`src/hw/rtl/hcrm_pkg.sv`:
```
package hcrm_pkg;

    // quotient bits resolved by the divider pipeline, one per stage
    localparam int Q_BITS = 8;
    // dividend / remainder width: 510*255 + 255 needs 17 bits
    localparam int REM_W  = 17;
    localparam int CFG_IDX_W = 3;

    localparam logic [7:0] HUE_SPAN    = 8'd180;
    localparam logic [8:0] HUE_OPEN_TOP = 9'd181;
    localparam logic [8:0] CLAMP_TOP   = 9'd256;
    localparam logic [6:0] HUE_TOL_ALL = 7'd89;

    typedef enum logic [CFG_IDX_W-1:0] {
        REG_TARGET_HUE = 3'd0,
        REG_TARGET_SAT = 3'd1,
        REG_TARGET_VAL = 3'd2,
        REG_HUE_TOL    = 3'd3,
        REG_SAT_TOL    = 3'd4,
        REG_VAL_TOL    = 3'd5
    } cfg_reg_t;

    // which component holds the maximum; decides the hue offset
    typedef enum logic [1:0] {
        SEC_RED   = 2'd0,
        SEC_GREEN = 2'd1,
        SEC_BLUE  = 2'd2
    } sector_t;

    typedef struct packed {
        logic [7:0] blue;
        logic [7:0] green;
        logic [7:0] red;
    } pixel_t;

    typedef struct packed {
        logic       in_range;
        logic [7:0] hue;
        logic [7:0] saturation;
        logic [7:0] brightness;
    } result_t;

endpackage

```
`src/hw/rtl/hsv_color_range_mask.sv`:
```
// HSV color range mask.
// in_pixel (valid/ready) carries one BGR pixel word; out_result (valid/ready)
// returns one word per pixel: the mask bit and the HSV conversion.
// cfg_write/cfg_index/cfg_data write one of the six bound registers per cycle;
// the derived bounds follow in the next cycle. Write only while no pixel is in flight.
// An accepted pixel word travels to out_result and out_valid through the
// eleven register stages: one for max/min, one for the dividends, eight
// restoring-divide stages (one quotient bit each, saturation and hue divided
// side by side), one for the bound compare.
// Throughput is one pixel per cycle while out_ready is high; every stage carries
// its own valid bit, so a new pixel is taken whenever the first stage is empty or moving.
// When out_ready is low the stalled words stay in place and bubbles ahead of
// them are squeezed out; nothing is dropped or repeated.
// Reset empties the pipeline and loads the registers with target 0/0/0 and
// tolerances 36/102/127.
module hsv_color_range_mask
    import hcrm_pkg::*;
(
    input  logic                 clk,
    input  logic                 rst_n,
    input  logic                 in_valid,
    output logic                 in_ready,
    input  pixel_t               in_pixel,
    output logic                 out_valid,
    input  logic                 out_ready,
    output result_t              out_result,
    input  logic                 cfg_write,
    input  logic [CFG_IDX_W-1:0] cfg_index,
    input  logic [7:0]           cfg_data
);

    typedef struct packed {
        logic [7:0] v;
        logic [7:0] d;
        logic [8:0] u;
        sector_t    sector;
    } a_stage_t;

    typedef struct packed {
        logic [REM_W-1:0]  rem_s;
        logic [8:0]        div_s;
        logic [Q_BITS-1:0] q_s;
        logic [REM_W-1:0]  rem_h;
        logic [8:0]        div_h;
        logic [Q_BITS-1:0] q_h;
        logic [7:0]        v;
        logic              d_zero;
        sector_t           sector;
    } dv_stage_t;

    // configuration
    logic [7:0] target_hue_reg, target_sat_reg, target_val_reg;
    logic [6:0] hue_tol_reg;
    logic [7:0] sat_tol_reg, val_tol_reg;

    always_ff @(posedge clk or negedge rst_n)
    begin
        if (!rst_n)
        begin
            target_hue_reg <= 8'd0;
            target_sat_reg <= 8'd0;
            target_val_reg <= 8'd0;
            hue_tol_reg    <= 7'd36;
            sat_tol_reg    <= 8'd102;
            val_tol_reg    <= 8'd127;
        end
        else if (cfg_write)
        begin
            case (cfg_index)
                REG_TARGET_HUE: target_hue_reg <= cfg_data;
                REG_TARGET_SAT: target_sat_reg <= cfg_data;
                REG_TARGET_VAL: target_val_reg <= cfg_data;
                REG_HUE_TOL:    hue_tol_reg    <= cfg_data[6:0];
                REG_SAT_TOL:    sat_tol_reg    <= cfg_data;
                REG_VAL_TOL:    val_tol_reg    <= cfg_data;
                default: ;
            endcase
        end
    end

    // bounds, registered from the config registers
    logic signed [9:0] hmin_next, hmax_next, hmin_reg, hmax_reg;
    logic [8:0] smin_next, smax_next, vmin_next, vmax_next;
    logic [8:0] smin_reg, smax_reg, vmin_reg, vmax_reg;
    logic signed [9:0] s_lo, v_lo;
    logic [8:0] s_hi, v_hi;

    always_comb
    begin
        hmin_next = $signed({2'b00, target_hue_reg}) - $signed({3'b000, hue_tol_reg});
        hmax_next = $signed({2'b00, target_hue_reg}) + $signed({3'b000, hue_tol_reg});
        if (hue_tol_reg > HUE_TOL_ALL)
        begin
            hmin_next = 10'sd0;
            hmax_next = $signed({1'b0, HUE_OPEN_TOP});
        end
        else
        begin
            if (hmin_next < 10'sd0)
                hmin_next = hmin_next + $signed({2'b00, HUE_SPAN});
            if (hmax_next > $signed({2'b00, HUE_SPAN}))
                hmax_next = hmax_next - $signed({2'b00, HUE_SPAN});
        end

        s_lo = $signed({2'b00, target_sat_reg}) - $signed({2'b00, sat_tol_reg});
        s_hi = {1'b0, target_sat_reg} + {1'b0, sat_tol_reg};
        v_lo = $signed({2'b00, target_val_reg}) - $signed({2'b00, val_tol_reg});
        v_hi = {1'b0, target_val_reg} + {1'b0, val_tol_reg};
        smin_next = s_lo[9] ? 9'd0 : s_lo[8:0];
        smax_next = s_hi[8] ? CLAMP_TOP : s_hi;
        vmin_next = v_lo[9] ? 9'd0 : v_lo[8:0];
        vmax_next = v_hi[8] ? CLAMP_TOP : v_hi;
    end

    always_ff @(posedge clk)
    begin
        hmin_reg <= hmin_next;
        hmax_reg <= hmax_next;
        smin_reg <= smin_next;
        smax_reg <= smax_next;
        vmin_reg <= vmin_next;
        vmax_reg <= vmax_next;
    end

    // per-stage flow control: a stage loads when it is empty or draining
    logic              a_vld_reg;
    logic [Q_BITS:0]   dv_vld_reg;
    logic              out_vld_reg;
    logic              a_free;
    logic [Q_BITS:0]   dv_free;
    logic              out_free;

    always_comb
    begin
        out_free = !out_vld_reg || out_ready;
        dv_free[Q_BITS] = !dv_vld_reg[Q_BITS] || out_free;
        for (int i = Q_BITS - 1; i >= 0; i--)
            dv_free[i] = !dv_vld_reg[i] || dv_free[i+1];
        a_free = !a_vld_reg || dv_free[0];
    end

    assign in_ready  = a_free;
    assign out_valid = out_vld_reg;

    always_ff @(posedge clk or negedge rst_n)
    begin
        if (!rst_n)
        begin
            a_vld_reg   <= 1'b0;
            dv_vld_reg  <= '0;
            out_vld_reg <= 1'b0;
        end
        else
        begin
            if (a_free)
                a_vld_reg <= in_valid;
            if (dv_free[0])
                dv_vld_reg[0] <= a_vld_reg;
            for (int i = 1; i <= Q_BITS; i++)
            begin
                if (dv_free[i])
                    dv_vld_reg[i] <= dv_vld_reg[i-1];
            end
            if (out_free)
                out_vld_reg <= dv_vld_reg[Q_BITS];
        end
    end

    // stage A: max, min, spread, sector and offset numerator u in [0, 2d]
    a_stage_t a_next, a_reg;
    logic [7:0] mx, mn;
    logic [9:0] u_wide;

    always_comb
    begin
        mx = in_pixel.red;
        if (in_pixel.green > mx) mx = in_pixel.green;
        if (in_pixel.blue > mx)  mx = in_pixel.blue;
        mn = in_pixel.red;
        if (in_pixel.green < mn) mn = in_pixel.green;
        if (in_pixel.blue < mn)  mn = in_pixel.blue;
        a_next.v = mx;
        a_next.d = mx - mn;
        if (mx == in_pixel.red)
        begin
            a_next.sector = SEC_RED;
            u_wide = {2'b00, in_pixel.green} + {2'b00, a_next.d} - {2'b00, in_pixel.blue};
        end
        else if (mx == in_pixel.green)
        begin
            a_next.sector = SEC_GREEN;
            u_wide = {2'b00, in_pixel.blue} + {2'b00, a_next.d} - {2'b00, in_pixel.red};
        end
        else
        begin
            a_next.sector = SEC_BLUE;
            u_wide = {2'b00, in_pixel.red} + {2'b00, a_next.d} - {2'b00, in_pixel.green};
        end
        a_next.u = u_wide[8:0];
    end

    always_ff @(posedge clk)
    begin
        if (a_free)
            a_reg <= a_next;
    end

    // stage B: dividends 510*d + v and 60*u + d, divisors 2v and 2d
    dv_stage_t dv_next [0:Q_BITS];
    dv_stage_t dv_reg  [0:Q_BITS];
    logic [REM_W-1:0] d_ext, u_ext, v_ext;

    always_comb
    begin
        d_ext = REM_W'(a_reg.d);
        u_ext = REM_W'(a_reg.u);
        v_ext = REM_W'(a_reg.v);
        dv_next[0].rem_s  = (d_ext << 9) - (d_ext << 1) + v_ext;
        dv_next[0].div_s  = {a_reg.v, 1'b0};
        dv_next[0].q_s    = '0;
        dv_next[0].rem_h  = (u_ext << 6) - (u_ext << 2) + d_ext;
        dv_next[0].div_h  = {a_reg.d, 1'b0};
        dv_next[0].q_h    = '0;
        dv_next[0].v      = a_reg.v;
        dv_next[0].d_zero = (a_reg.d == 8'd0);
        dv_next[0].sector = a_reg.sector;
    end

    // restoring divide, most significant quotient bit first
    for (genvar k = 0; k < Q_BITS; k++)
    begin : g_div
        localparam int SH = Q_BITS - 1 - k;
        logic [REM_W-1:0] sub_s, sub_h;
        logic [REM_W:0]   diff_s, diff_h;

        always_comb
        begin
            dv_next[k+1] = dv_reg[k];
            sub_s  = REM_W'(dv_reg[k].div_s) << SH;
            sub_h  = REM_W'(dv_reg[k].div_h) << SH;
            diff_s = {1'b0, dv_reg[k].rem_s} - {1'b0, sub_s};
            diff_h = {1'b0, dv_reg[k].rem_h} - {1'b0, sub_h};
            if (!diff_s[REM_W])
            begin
                dv_next[k+1].rem_s  = diff_s[REM_W-1:0];
                dv_next[k+1].q_s[SH] = 1'b1;
            end
            if (!diff_h[REM_W])
            begin
                dv_next[k+1].rem_h  = diff_h[REM_W-1:0];
                dv_next[k+1].q_h[SH] = 1'b1;
            end
        end
    end

    always_ff @(posedge clk)
    begin
        for (int i = 0; i <= Q_BITS; i++)
        begin
            if (dv_free[i])
                dv_reg[i] <= dv_next[i];
        end
    end

    // final stage: hue offset, grey/black cases, bound compare
    dv_stage_t fin;
    logic [7:0] hue_next, sat_next;
    logic signed [9:0] h_s;
    logic [8:0] s_u, v_u;
    logic hue_ok;
    result_t out_next, out_reg;

    always_comb
    begin
        fin = dv_reg[Q_BITS];
        case (fin.sector)
            SEC_RED:
                hue_next = (fin.q_h < 8'd30) ? fin.q_h + 8'd150 : fin.q_h - 8'd30;
            SEC_GREEN:
                hue_next = fin.q_h + 8'd30;
            SEC_BLUE:
                hue_next = fin.q_h + 8'd90;
            default:
                hue_next = 8'd0;
        endcase
        if (fin.d_zero)
            hue_next = 8'd0;
        sat_next = (fin.v == 8'd0) ? 8'd0 : fin.q_s;

        h_s = $signed({2'b00, hue_next});
        s_u = {1'b0, sat_next};
        v_u = {1'b0, fin.v};
        // wrapped range is the union of [0, hmax) and [hmin, 181)
        if (hmin_reg <= hmax_reg)
            hue_ok = (h_s >= hmin_reg) && (h_s < hmax_reg);
        else
            hue_ok = (h_s < hmax_reg) ||
                     ((h_s >= hmin_reg) && (h_s < $signed({1'b0, HUE_OPEN_TOP})));

        out_next.in_range   = hue_ok && (s_u >= smin_reg) && (s_u < smax_reg)
                              && (v_u >= vmin_reg) && (v_u < vmax_reg);
        out_next.hue        = hue_next;
        out_next.saturation = sat_next;
        out_next.brightness = fin.v;
    end

    always_ff @(posedge clk)
    begin
        if (out_free)
            out_reg <= out_next;
    end

    assign out_result = out_reg;

endmodule

```
`config.mk`:
```
export PLATFORM = sky130hd
export DESIGN_NAME = hsv_color_range_mask
export DESIGN_NICKNAME = d
export VERILOG_FILES = /design/src/hw/rtl/hcrm_pkg.sv /design/src/hw/rtl/hsv_color_range_mask.sv
export SDC_FILE = /design/constraint.sdc
export NUM_CORES = 1
export LEC_CHECK = 0
export BUFFER_PORTS_ARGS = -buffer_cell sky130_fd_sc_hd__buf_2
export CAP_MARGIN = 20
export CORE_AREA = 2 2 226 251
export DETAILED_ROUTE_END_ITERATION = 16
export DIE_AREA = 0 0 228 253
export MAX_ROUTING_LAYER = met4
export PLACE_DENSITY = 0.91
export SYNTH_ARGS = -nofsm -noshare
export SYNTH_HDL_FRONTEND = slang
export SYNTH_SLANG_ARGS = --single-unit
```
`constraint.sdc`:
```
create_clock -name clk -period 7.2 [get_ports clk]
set_input_delay 0 -clock clk [delete_from_list [all_inputs] [get_ports clk]]
set_output_delay 0 -clock clk [all_outputs]
set_load 0.02 [all_outputs]
```
==> key figures <==
Status
  • Outcome: finished, final reports clean

STA
  • Setup TNS: 0 ns
  • Unrepaired setup endpoints after global routing: false
  • Slew HR: 0.3176
  • Measured slew at the worst slew-check pin: 1.020 ns
  • Hold Violations, Final: 0
  • Final Critical Period: 6.609 ns
  • Max Clock Skew: 0.03766 ns
  • Highest clock rate: 151.3 MHz
  • Final Max Tran Viols: 0
  • Final period util: 0.9179
  • Final-report setup violation count: 0

Power
  • Final Power: 20.77 mW
  • Maximum VDD drop: 0.2841 mV
  • Pwr/cell area: 537.6 nW/um2
  • Pleak: 16.73 nW

Placed design
  • Hpwl dp: 50,990 um
  • Number of I/O port buffers: 66
  • Number of instances in the placed design: 3,780
  • RePlAce Congestion: 0.8790
  • Post-DP Area: 36,300 um2

Yosys
  • Post-synthesis adder-cell area fraction: 0.1386
  • Biggest area consumer among synthesized cells: edfxtp_1
  • #FFs+latches synth: 649
  • Post-Synth XOR/XNOR Area: 0.05838
  • Mux contribution to synthesized area: 0.02402
  • Compound-Gate Fraction of Synth Area: 0.1064
  • Netlist cell types: 80
  • Warnings, synthesis: 0
  • Post-synth top cells: 535 x edfxtp_1, 366 x inv_1, 312 x ha_1
  • Syn Area/Cell: 11.70 um2
  • Post-Synthesis Cells: 2,987
  • Top cell type's share of synthesized area: 0.4596
  • Top-count cell post-synth: edfxtp_1
  • Post-synth top flop: edfxtp_1
  • Main combinational cell family by area after synthesis: adder cells
  • Area share of and/or/nand/nor cells after synthesis: 0.09399
  • Post-Syn Area: 34,960 um2
  • Synth area leaders: edfxtp_1 46%, ha_1 11%, xnor2_1 4.2%, inv_1 3.9%, dfrtp_1 3.2%
  • Post-synthesis sequential area ratio: 0.5336
  • Post-synth EDFFs: 535
  • Async set-or-reset flop fraction in the synthesized netlist: 0.08937

Global route
  • Antenna violations before repair: 0
  • First-pass GRT wire length: 121,300 um
  • GRT Overall Usage: 0.2702
  • Grt ovf: 0
  • Vias in the first global route: 24,457
  • Largest net degree at the start of global routing: 66

Floorplanning
  • Die area: 57,680 um2
  • Die Y: 253 um
  • Die W: 228 um
  • I/O Pins: 67
  • Initial Utilization: 0.6318
  • Core Rows: 91
  • Core ar.: 55,340 um2

Worst setup path
  • Crit end category: flop
  • Flop2flop setup slack: 2.10 ns
  • Max FO, Critical Path: 11
  • Crit path top cell by count: a21oi_1
  • Buffers & Inverters on Critical Path: 5
  • Critical Path Slowest Stage Cell: dlygate4sd3_1
  • Critical Path Start Type: input pin
  • CP peak stage delay: 0.54 ns
  • Worst Path Arrival: 6.98 ns
  • Path type of the worst setup path: input pin to flop
  • CP delay by family, top: compound AO/OA/AOI/OAI gates
  • Worst path required time: 7.57 ns

Finish
  • Layout Nets: 3,530
  • Fillcell total: 3,318
  • Fin area: 38,630 um2
  • Max FFs per register: 483
  • Diode count: 0
  • Final std cells w/o fill: 3,925
  • Share of layout cells above drive strength 1: 0.09337
  • P&R area growth vs syn: 10.50%

Routing
  • Vias per std cell: 5.893
  • Initial DRC count: 1,951
  • DRT Pass-1 Iters: 5
  • Remaining DRCs: 0
  • Drt total wl: 75,390 um
  • Via count: 23,131
  • Antenna Nets Post-Route: 0
  • WL per Instance: 19.21 um

Flow run
  • Max_cap viols: 0

Clock tree
  • Clock-pin slew on the worst setup and hold paths: 0.07 ns
  • Setup bufs post-CTS: 0
  • CTS tree: done
  • Hold_buf cts: 33
  • H-tree depth: 2
  • Post-CTS Resized: 0
  • CTS buffer count: 59
  • Max Root-Sink Buffers: 3
  • Clk_lat worst skew: 0.65 ns
  • Sinks on Clock Net: 649
  • Root Buffer: clkbuf_16

Min path
  • Hold crit path type: input pin to asynchronous set/reset pin
-- worst reg2reg max path, stage by stage, from the launching register on --
cell       delay (ns)
edfxtp_1         0.55
a41oi_1          0.40
nor3b_1          0.76
mux2_2           0.45
a221o_1          0.29
and3_1           0.25
ha_1             0.30
o21a_1           0.11
o21a_1           0.16
o21a_1           0.16
o21a_1           0.17
o211a_1          0.20
a211oi_1         0.25
o21ai_0          0.24
a2111oi_0        0.58
-- layout by cell type (no fill, tap or decap), types with 54 or more instances in the layout --
cell and n:
a21oi_1 189, inv_1 364, a21o_1 113, xnor2_1 169
xor2_1 64, nand2b_1 64, buf_2 66, clkbuf_16 61
ha_1 312, nor2b_1 54, nand2_1 103, edfxtp_1 535
dfxtp_1 56, o21ai_0 122, nor2_1 253
-- worst paths after layout --
check	depth (start not counted)	startpoint	endpoint
hold / removal	3	rst_n	sat_tol_reg[0]
hold reg to reg	0	dv_reg[0][317]	dv_reg[0][396]
setup / recovery	32	in_pixel[8]	a_reg[9]
setup reg to reg	14	dv_reg[0][646]	out_result[24]
max in group asynchronous	3	rst_n	dv_vld_reg[3]
min in group clk	4	in_pixel[16]	a_reg[2]
-- area by class of cell --
cell class / count / area [um2] / area share
Clock inverter: 35 / 322.8 / 0.008356
Clock buffer: 76 / 1653 / 0.04279
Multi-Input combinational cell: 1928 / 14780 / 0.3826
Timing Repair Buffer: 127 / 915.9 / 0.02371
Sequential cell: 649 / 18650 / 0.4829
Inverter: 366 / 1374 / 0.03556
Tap cell: 744 / 930.9 / 0.02410
-- through the flow --
| step | hold WS [ns] | setup WS, ns | util |
|---|---|---|---|
| 2_1_floorplan | -0.2956 | 1.058 | - |
| 3_3_place_gp | 0.1889 | 0.3051 | 0.6552 |
| 3_5_place_dp | 0.2081 | 0.1811 | 0.6561 |
| 4_1_cts | 0.03796 | 0.6187 | 0.6978 |
| 5_1_grt | 0.06208 | 0.04731 | 0.6981 |
| 6_report | 0.05826 | 0.5908 | 0.6981 |
-- where the power goes --
part / internal, mW / switching [mW] / total, mW
registers: 6.53 / 1.01 / 7.54
clock network: 1.80 / 1.40 / 3.20
logic: 4.44 / 5.59 / 10.0
total: 12.8 / 8.00 / 20.8
-- metal layers --
metal	vias to the layer above	part of all wire	routed length, um	global-route usage
li1	10773	-	-	-
met1	11174	0.35	26090	0.2650
met2	844	0.54	40980	0.5078
met3	340	0.047	3559	0.03750
met4	0	0.063	4759	0.1597
met5	-	0	0	-
-- logic make-up (layout without fill, tap and decap cells) --
| kind of cell | count (synthesis) | count (layout) |
|---|---|---|
| muxes | 77 | 77 |
| DFF | 649 | 649 |
| adders and majority gates | 359 | 359 |
| other | 1 | 5 |
| and+or+nand+nor | 664 | 664 |
| AOI/OAI and AO/OA | 590 | 590 |
| buffers and inverters | 414 | 604 |
| xor gates and xnor gates | 233 | 233 |
No activity file was read; power rests on OpenSTA's default activity.
